**src/hw/rtl/rmed5_pkg.sv**
```systemverilog
// shared constants, types and control structs of the multichannel running median unit
`default_nettype none

package rmed5_pkg;

  localparam int CHANNELS = 17;
  localparam int WINDOW   = 5;
  localparam int CHAN_W   = 5;
  localparam int SAMPLE_W = 16;
  localparam int POS_W    = $clog2(WINDOW);
  localparam int MID      = WINDOW / 2;
  localparam int CH_IDX_W = (CHANNELS > 1) ? $clog2(CHANNELS) : 1;

  typedef logic [CHAN_W-1:0]           chan_t;
  typedef logic [SAMPLE_W-1:0]         sample_t;
  typedef logic [POS_W-1:0]            pos_t;
  typedef logic [CH_IDX_W-1:0]         ch_idx_t;
  typedef sample_t [WINDOW-1:0]        window_t;

  // per-channel state as read for the item at work
  typedef struct packed {
    window_t win;
    pos_t    pos;
    sample_t filt;
  } chan_rd_t;

  // per-channel state write-back
  typedef struct packed {
    logic    en;
    ch_idx_t ch;
    window_t win;
    pos_t    pos;
    sample_t filt;
  } chan_upd_t;

endpackage

`default_nettype wire

```
**src/hw/rtl/rmed5_if.sv**
```systemverilog
// valid/ready channel interfaces for sample words and median words
`default_nettype none

interface rmed5_in_if;
  logic                   valid;
  logic                   ready;
  rmed5_pkg::chan_t       channel;
  rmed5_pkg::sample_t     sample;

  modport source (output valid, output channel, output sample, input ready);
  modport sink   (input valid, input channel, input sample, output ready);
endinterface

interface rmed5_out_if;
  logic                   valid;
  logic                   ready;
  rmed5_pkg::sample_t     median;
  logic                   changed;

  modport source (output valid, output median, output changed, input ready);
  modport sink   (input valid, input median, input changed, output ready);
endinterface

`default_nettype wire

```
**src/hw/rtl/rmed5_window_median.sv**
```systemverilog
// rank-count compare network that picks the middle element of one window
`default_nettype none

module rmed5_window_median (
  input  wire rmed5_pkg::window_t win,
  output rmed5_pkg::sample_t median
);

  rmed5_pkg::pos_t rank [rmed5_pkg::WINDOW];

  // rank of each element, ties broken by lane so ranks form a permutation
  always_comb begin
    for (int i = 0; i < rmed5_pkg::WINDOW; i++) begin
      rank[i] = '0;
      for (int j = 0; j < rmed5_pkg::WINDOW; j++) begin
        if (j != i) begin
          if ((win[j] < win[i]) || ((win[j] == win[i]) && (j < i))) begin
            rank[i] = rank[i] + rmed5_pkg::POS_W'(1);
          end
        end
      end
    end
  end

  // exactly one lane holds the middle rank
  always_comb begin
    median = '0;
    for (int i = 0; i < rmed5_pkg::WINDOW; i++) begin
      if (rank[i] == rmed5_pkg::POS_W'(rmed5_pkg::MID)) begin
        median = median | win[i];
      end
    end
  end

endmodule

`default_nettype wire

```
**src/hw/rtl/rmed5_channel_state.sv**
```systemverilog
// per-channel sample rings, write positions and filtered values
`default_nettype none

module rmed5_channel_state (
  input  wire                    clk,
  input  wire                    rst_n,
  input  wire rmed5_pkg::ch_idx_t   rd_ch,
  output rmed5_pkg::chan_rd_t    rd,
  input  wire rmed5_pkg::chan_upd_t upd
);

  rmed5_pkg::window_t win_r  [rmed5_pkg::CHANNELS];
  rmed5_pkg::pos_t    pos_r  [rmed5_pkg::CHANNELS];
  rmed5_pkg::sample_t filt_r [rmed5_pkg::CHANNELS];

  always_ff @(posedge clk) begin
    if (!rst_n) begin
      for (int c = 0; c < rmed5_pkg::CHANNELS; c++) begin
        win_r[c]  <= '0;
        pos_r[c]  <= '0;
        filt_r[c] <= '0;
      end
    end else if (upd.en) begin
      win_r[upd.ch]  <= upd.win;
      pos_r[upd.ch]  <= upd.pos;
      filt_r[upd.ch] <= upd.filt;
    end
  end

  // caller only uses the read when the channel is in range
  always_comb begin
    rd.win  = win_r[rd_ch];
    rd.pos  = pos_r[rd_ch];
    rd.filt = filt_r[rd_ch];
  end

endmodule

`default_nettype wire

```
**src/hw/rtl/multichannel_running_median5_unit.sv**
```systemverilog
// top level: multichannel running median filter with input and result registers
// a word accepted on in passes the input register and then the result register before it shows on out
// throughput: one word per cycle while out takes results, set by the combinational window update and median network
// the input register doubles as the skid stage while a result waits on out
// reset (rst_n low, synchronous) empties both registers and zeroes all rings,
// write positions and filtered values
`default_nettype none

module multichannel_running_median5_unit (
  input  wire              clk,
  input  wire              rst_n,
  rmed5_in_if.sink         in_if,
  rmed5_out_if.source      out_if
);

  // input register
  logic                 in_valid_r;
  logic                 in_valid_nxt;
  rmed5_pkg::chan_t     chan_r;
  rmed5_pkg::sample_t   sample_r;

  // result register
  logic                 out_valid_r;
  logic                 out_valid_nxt;
  rmed5_pkg::sample_t   out_median_r;
  logic                 out_changed_r;

  // work stage
  logic                 in_take;
  logic                 fire;
  logic                 in_range;
  rmed5_pkg::ch_idx_t   ch_idx;
  rmed5_pkg::chan_rd_t  rd;
  rmed5_pkg::chan_upd_t upd;
  rmed5_pkg::pos_t      wpos;
  rmed5_pkg::pos_t      pos_next;
  rmed5_pkg::window_t   win_new;
  rmed5_pkg::sample_t   med;

  // handshake: work proceeds when the result register is free or draining
  assign fire         = in_valid_r && (!out_valid_r || out_if.ready);
  assign in_if.ready  = !in_valid_r || fire;
  assign in_take      = in_if.valid && in_if.ready;

  assign in_valid_nxt  = in_take ? 1'b1 : (fire ? 1'b0 : in_valid_r);
  assign out_valid_nxt = fire ? 1'b1 : (out_if.ready ? 1'b0 : out_valid_r);

  always_ff @(posedge clk) begin
    if (!rst_n) begin
      in_valid_r  <= 1'b0;
      out_valid_r <= 1'b0;
    end else begin
      in_valid_r  <= in_valid_nxt;
      out_valid_r <= out_valid_nxt;
    end
  end

  // payload registers
  always_ff @(posedge clk) begin
    if (in_take) begin
      chan_r   <= in_if.channel;
      sample_r <= in_if.sample;
    end
    if (fire) begin
      out_median_r  <= in_range ? med : '0;
      out_changed_r <= in_range && (sample_r != rd.filt);
    end
  end

  // channels at or above the channel count leave state alone and answer zero
  assign in_range = (32'(chan_r) < rmed5_pkg::CHANNELS);
  assign ch_idx   = chan_r[rmed5_pkg::CH_IDX_W-1:0];

  rmed5_channel_state u_state (
    .clk   (clk),
    .rst_n (rst_n),
    .rd_ch (ch_idx),
    .rd    (rd),
    .upd   (upd)
  );

  // overwrite the oldest slot, then advance the ring position
  always_comb begin
    wpos = (32'(rd.pos) >= rmed5_pkg::WINDOW) ? '0 : rd.pos;
    pos_next = (32'(wpos) == rmed5_pkg::WINDOW - 1) ? '0 : wpos + rmed5_pkg::POS_W'(1);
    for (int i = 0; i < rmed5_pkg::WINDOW; i++) begin
      win_new[i] = (rmed5_pkg::POS_W'(i) == wpos) ? sample_r : rd.win[i];
    end
  end

  rmed5_window_median u_median (
    .win    (win_new),
    .median (med)
  );

  // state write-back happens at the same edge as the result load,
  // so the next word for this channel already sees the new ring
  always_comb begin
    upd.en   = fire && in_range;
    upd.ch   = ch_idx;
    upd.win  = win_new;
    upd.pos  = pos_next;
    upd.filt = med;
  end

  assign out_if.valid   = out_valid_r;
  assign out_if.median  = out_median_r;
  assign out_if.changed = out_changed_r;

  // every word taken into the work stage lands in the result register
  a_fire_lands: assert property (@(posedge clk) disable iff (!rst_n)
    fire |=> out_valid_r)
    else $error("processed word did not reach result register");

  // out-of-range channel answers zero
  a_out_of_range_zero: assert property (@(posedge clk) disable iff (!rst_n)
    (fire && !in_range) |=> (out_median_r == '0) && !out_changed_r)
    else $error("out-of-range channel gave nonzero result");

  // a held word in the input register is not overwritten
  a_skid_holds: assert property (@(posedge clk) disable iff (!rst_n)
    (in_valid_r && !fire) |=> in_valid_r && $stable(chan_r) && $stable(sample_r))
    else $error("stalled input word was lost");

  // stalled result keeps its value
  a_result_holds: assert property (@(posedge clk) disable iff (!rst_n)
    (out_valid_r && !out_if.ready) |=> out_valid_r && $stable(out_median_r))
    else $error("stalled result changed");

endmodule

`default_nettype wire

```
**src/flat_wrapper.sv**
```systemverilog
// flat-port wrapper written by rule: the top's interface ports become plain ports
module multichannel_running_median5_unit_flat 
  (clk, rst_n, in_if_valid, in_if_channel, in_if_sample, in_if_ready, out_if_valid, out_if_median, out_if_changed, out_if_ready);
  rmed5_in_if in_if_i ();
  rmed5_out_if out_if_i ();
  input  wire clk;
  input  wire rst_n;
  input wire logic [$bits(in_if_i.valid)-1:0] in_if_valid;
  input wire logic [$bits(in_if_i.channel)-1:0] in_if_channel;
  input wire logic [$bits(in_if_i.sample)-1:0] in_if_sample;
  output wire logic [$bits(in_if_i.ready)-1:0] in_if_ready;
  output wire logic [$bits(out_if_i.valid)-1:0] out_if_valid;
  output wire logic [$bits(out_if_i.median)-1:0] out_if_median;
  output wire logic [$bits(out_if_i.changed)-1:0] out_if_changed;
  input wire logic [$bits(out_if_i.ready)-1:0] out_if_ready;
  assign in_if_i.valid = in_if_valid;
  assign in_if_i.channel = in_if_channel;
  assign in_if_i.sample = in_if_sample;
  assign in_if_ready = in_if_i.ready;
  assign out_if_valid = out_if_i.valid;
  assign out_if_median = out_if_i.median;
  assign out_if_changed = out_if_i.changed;
  assign out_if_i.ready = out_if_ready;
  multichannel_running_median5_unit u_core (.clk(clk), .rst_n(rst_n), .in_if(in_if_i), .out_if(out_if_i));
endmodule
```
**config.mk**
```make
export PLATFORM = sky130hd
export DESIGN_NAME = multichannel_running_median5_unit_flat
export DESIGN_NICKNAME = d
export VERILOG_FILES = /design/src/hw/rtl/rmed5_pkg.sv /design/src/hw/rtl/rmed5_if.sv /design/src/hw/rtl/rmed5_window_median.sv /design/src/hw/rtl/rmed5_channel_state.sv /design/src/hw/rtl/multichannel_running_median5_unit.sv /design/src/flat_wrapper.sv
export SDC_FILE = /design/constraint.sdc
export NUM_CORES = 2
export LEC_CHECK = 0
export ABC_AREA = 1
export BUFFER_PORTS_ARGS = -buffer_cell sky130_fd_sc_hd__buf_4
export CORE_ASPECT_RATIO = 1.5
export CORE_UTILIZATION = 45
export CTS_BUF_LIST = sky130_fd_sc_hd__clkbuf_2
export CTS_CLUSTER_SIZE = 28
export DETAILED_ROUTE_END_ITERATION = 8
export HOLD_SLACK_MARGIN = 0.1
export MAX_ROUTING_LAYER = met4
export PLACE_DENSITY_LB_ADDON = 0.12
export SYNTH_ARGS = -nofsm -noshare
export SYNTH_HDL_FRONTEND = slang
export SYNTH_SLANG_ARGS = --single-unit
```
**constraint.sdc**
```tcl
create_clock -name clk -period 7.1 [get_ports clk]
set_input_delay 1.065 -clock clk [delete_from_list [all_inputs] [get_ports clk]]
set_output_delay 1.065 -clock clk [all_outputs]
set_load 0.005 [all_outputs]
```
==> metrics.md <==
| Metric | Value |
|---|---|
| Top-count cell post-synth | `edfxtp_1` |
| Highest clock rate | `144.6 MHz` |
| Clock network latency to the later pin of the worst-skew pair | `2120 ps` |
| GRT overflow | `0` |
| Boundary Pins | `44` |
| # Max-Cap Violations | `0` |
| Unrepaired setup endpoints after global routing | `true` |
| 1st-pass router iterations | `6` |
| Hold Path Class | `in2reg` |
| CP peak stage delay | `580 ps` |
| Tot GR Track Use | `30.48%` |
| FFs w/ async S/R, synth | `0%` |
| FP Rows | `250` |
| Number of global-route vias before repair | `approximately 110k` |
| Area of the multi-input gates | `43220 um2` |
| Sequential-to-total area share from yosys stat | `69.06%` |
| Pleak | `61.93 nW` |
| Outcome | `finished clean` |
| Flops & latches, synth | `3213` |
| Top-area cell type share of the netlist area | `68.96%` |
| Met1 WL | `171600 um` |
| Max Buffers Root-to-Sink | `4` |
| Most frequent cells after synthesis | `edfxtp_1 (3206), nor2_1 (3166), o21ai_0 (1579)` |
| First-iteration detailed-routing DRC count | `around 11000` |
| Crit-path slowest cell | `buf_6` |
| Setup violators final | `0` |
| CP endpoint kind | `flip-flop` |
| Mapped Cells | `12060` |
| Final core occ | `51.88%` |
| CP arrival | `8520 ps` |
| DRC viols | `0` |
| Detailed-route via count | `105300` |
| H-tree Lvls | `6` |
| Inserted Clock Buffers | `754` |
| Area contributors post-synth | `edfxtp_1 (69%), nor2_1 (8.5%), o21ai_0 (5.7%)` |
| Hold path cells | `3` |
| Primary FF master, synth | `edfxtp_1` |
| DR WL met3 | `40600 um` |
| Gpl congestion | `~0.99` |
| Die Ht | `684.2 um` |
| Power consumption | `56.40 mW` |
| Mapped cell area | `139600 um2` |
| Maximum number of pins on one net before global-route repair | `150` |
| FF-to-FF path depth | `31` |
| Initial antenna violation count | `17` |
| FF+latch area | `96430 um2` |
| Avg Cell Area, Syn | `11.58 um2` |
| Post-DR wirelength/cell | `around 25 um` |
| CP Max Fanout | `80` |
| Area leader, netlist | `edfxtp_1` |
| Die W | `456.8 um` |
| Core Region | `308700 um2` |
| Hold Slack | `269.1 ps` |
| Slew Viols, Final | `0` |
| Period utilisation layout | `97.37%` |
| Final wirelength | `around 470000 um` |
| Root Buffer | `clkbuf_2` |
| Max Used Layer | `met4` |
| Slew headroom | `between 20% and 30%` |
| Global-route wire length before repair | `between 600000 and 700000 um` |
| Sink Count | `3213` |
| Worst VDD drop | `829.0 uV` |
| Die area | `around 310000 um2` |
| DP HPWL | `278200 um` |
| Min-delay src | `in_if_channel[4]` |
| Layout filler cell count | `between 20000 and 30000` |
| Reg-to-Reg End | `u_core.u_state.filt_r[27][12]$_DFFE_PP_` |
| Layout cells sized above 1 | `14.84%` |
| FF-to-FF setup slack | `190 ps` |
| PwrDens | `~350 nW/um2` |
| CTS tree | `done` |
| Starting Density | `45.22%` |
| Area Overhead vs Synth | `14.73%` |
| Final ANT Viol Nets | `0` |
| Inst Count DP | `17250` |
| Delay-heaviest family, CP | `buffers and inverters` |
| Post-synth EDFFs | `around 3200` |
| Drt via density | `between 5 and 6` |
| Fin. Hold Viols | `0` |
| Critical Path RT | `8700 ps` |
| IO buf count | `between 40 and 50` |
| Hold Path End | `u_core.ch_idx[4]$_DFFE_PP_` |
| Clock skew | `about 270 ps` |
| # nets final | `between 10000 and 15000` |
| Post-route insts no fill | `18640` |
| YS warnings | `0` |
| Synth cell types | `57` |
| Clk slew on worst S/H paths | `about 120 ps` |
| Slew @ Worst Pin | `around 1100 ps` |
| Crit path kind | `reg2reg` |
| Min cycle time layout | `6913 ps` |
| CP Buf/Inv Count | `9` |
| Met2 wire length | `234000 um` |
| Setup crit start kind | `flip-flop` |
-- final cells by class --
class	count	area share [%]
Sequential cell	3213	60.20
Multi-Input combinational cell	8931	26.98
Timing Repair Buffer	743	4.515
Clock buffer	1080	3.374
Tap cell	4032	3.149
Inverter	405	1.010
Clock inverter	213	0.7233
Antenna cell	24	0.03749
Timing Repair inverter	1	0.007030
-- report_power, final --
group	internal [mW]	switching [mW]	total, mW
combinational	5.54	12.7	18.3
clock	4.41	7.46	11.9
sequential	25.6	0.676	26.3
total	35.5	20.9	56.4
-- cells in the final DEF (no fill, tap or decap), types with 19 or more instances in the layout --
cell type,instances
a21oi_1,106
buf_12,100
buf_4,561
clkbuf_2,1080
clkinv_1,182
conb_1,1485
diode_2,24
dlygate4sd3_1,60
edfxtp_1,3206
ha_1,166
inv_1,289
inv_2,83
nand2_1,641
nand2_2,73
nand2_4,28
nand3_1,325
nand4_1,33
nor2_1,3165
nor2_2,19
o211ai_1,332
o21ai_0,1556
o21ai_1,44
o21ai_2,51
o221ai_1,390
o22ai_1,348
or2_2,20
-- worst max-delay path by stage --
stage	from	end	slack (ps)	depth (start not counted)
after floorplan	flip-flop	u_core.u_state.filt_r[0][6]$_SDFFCE_PN0P_	290	41
after global placement	flip-flop	u_core.u_state.filt_r[1][11]$_SDFFCE_PN0P_	-70	38
after detailed placement	flip-flop	u_core.u_state.filt_r[6][11]$_SDFFCE_PN0P_	-150	38
after CTS	flip-flop	u_core.u_state.filt_r[30][9]$_DFFE_PP_	0.9	37
after global routing	flip-flop	u_core.u_state.filt_r[30][9]$_DFFE_PP_	-4	40
final	flip-flop	u_core.u_state.filt_r[27][12]$_DFFE_PP_	190	31
-- sequential cells by signal, indices dropped and copies added, names as in the netlist, named ones only --
register	count
u_core.sample_r	16
u_core.out_if.valid	1
u_core.u_state.win_r	2560
u_core.out_if.median	16
u_core.in_valid_r	1
u_core.u_state.filt_r	512
u_core.u_state.pos_r	96
u_core.out_if.changed	1
u_core.ch_idx	5
-- worst reg2reg max path: cells and delay by family (launching register included) --
| family | cells | cell delay (ps) |
|---|---|---|
| adders and majority gates | 3 | 740 |
| buffers and inverters | 9 | 2220 |
| AOI/OAI and AO/OA | 5 | 1610 |
| and+or+nand+nor | 14 | 1580 |
| DFF | 1 | 440 |
-- routing by layer --
layer	global-route usage, %	vias up
met5	-	-
met4	16.30	0
met3	5.031	1353
met2	50.95	5263
met1	35.07	52200
li1	-	46460
-- through the flow --
step	setup slack [ps]	cell area [um2]	TNS [ps]
finish	186.7	160200	0
global route	-3.729	160200	-3.729
CTS	0.8988	159700	0
detailed placement	-149.4	152500	-4672
global placement	-73.59	152500	-2239
floorplan	285.7	145200	0
-- what timing repair did --
item                                    CTS  global route
hold buffers                             60             0
cloned                                    0             6
resized for setup                         1            38
endpoints found under the setup margin   47           528
pin swaps                                 1             5
endpoints found under the hold margin   238             0
buffers inserted                          0            12
-- kinds of logic (layout without fill, tap and decap cells) --
group	after synthesis	count (layout)	synth area share, %
other	1	1509	0.002686
AOI/OAI and AO/OA	2876	2876	12.46
xor gates and xnor gates	15	15	0.09410
and+or+nand+nor	4387	4387	12.72
adders and majority gates	168	168	1.506
DFF	3213	3213	69.06
buffers and inverters	1399	2442	4.166
Note: power is estimated with default switching activity, not from simulation.
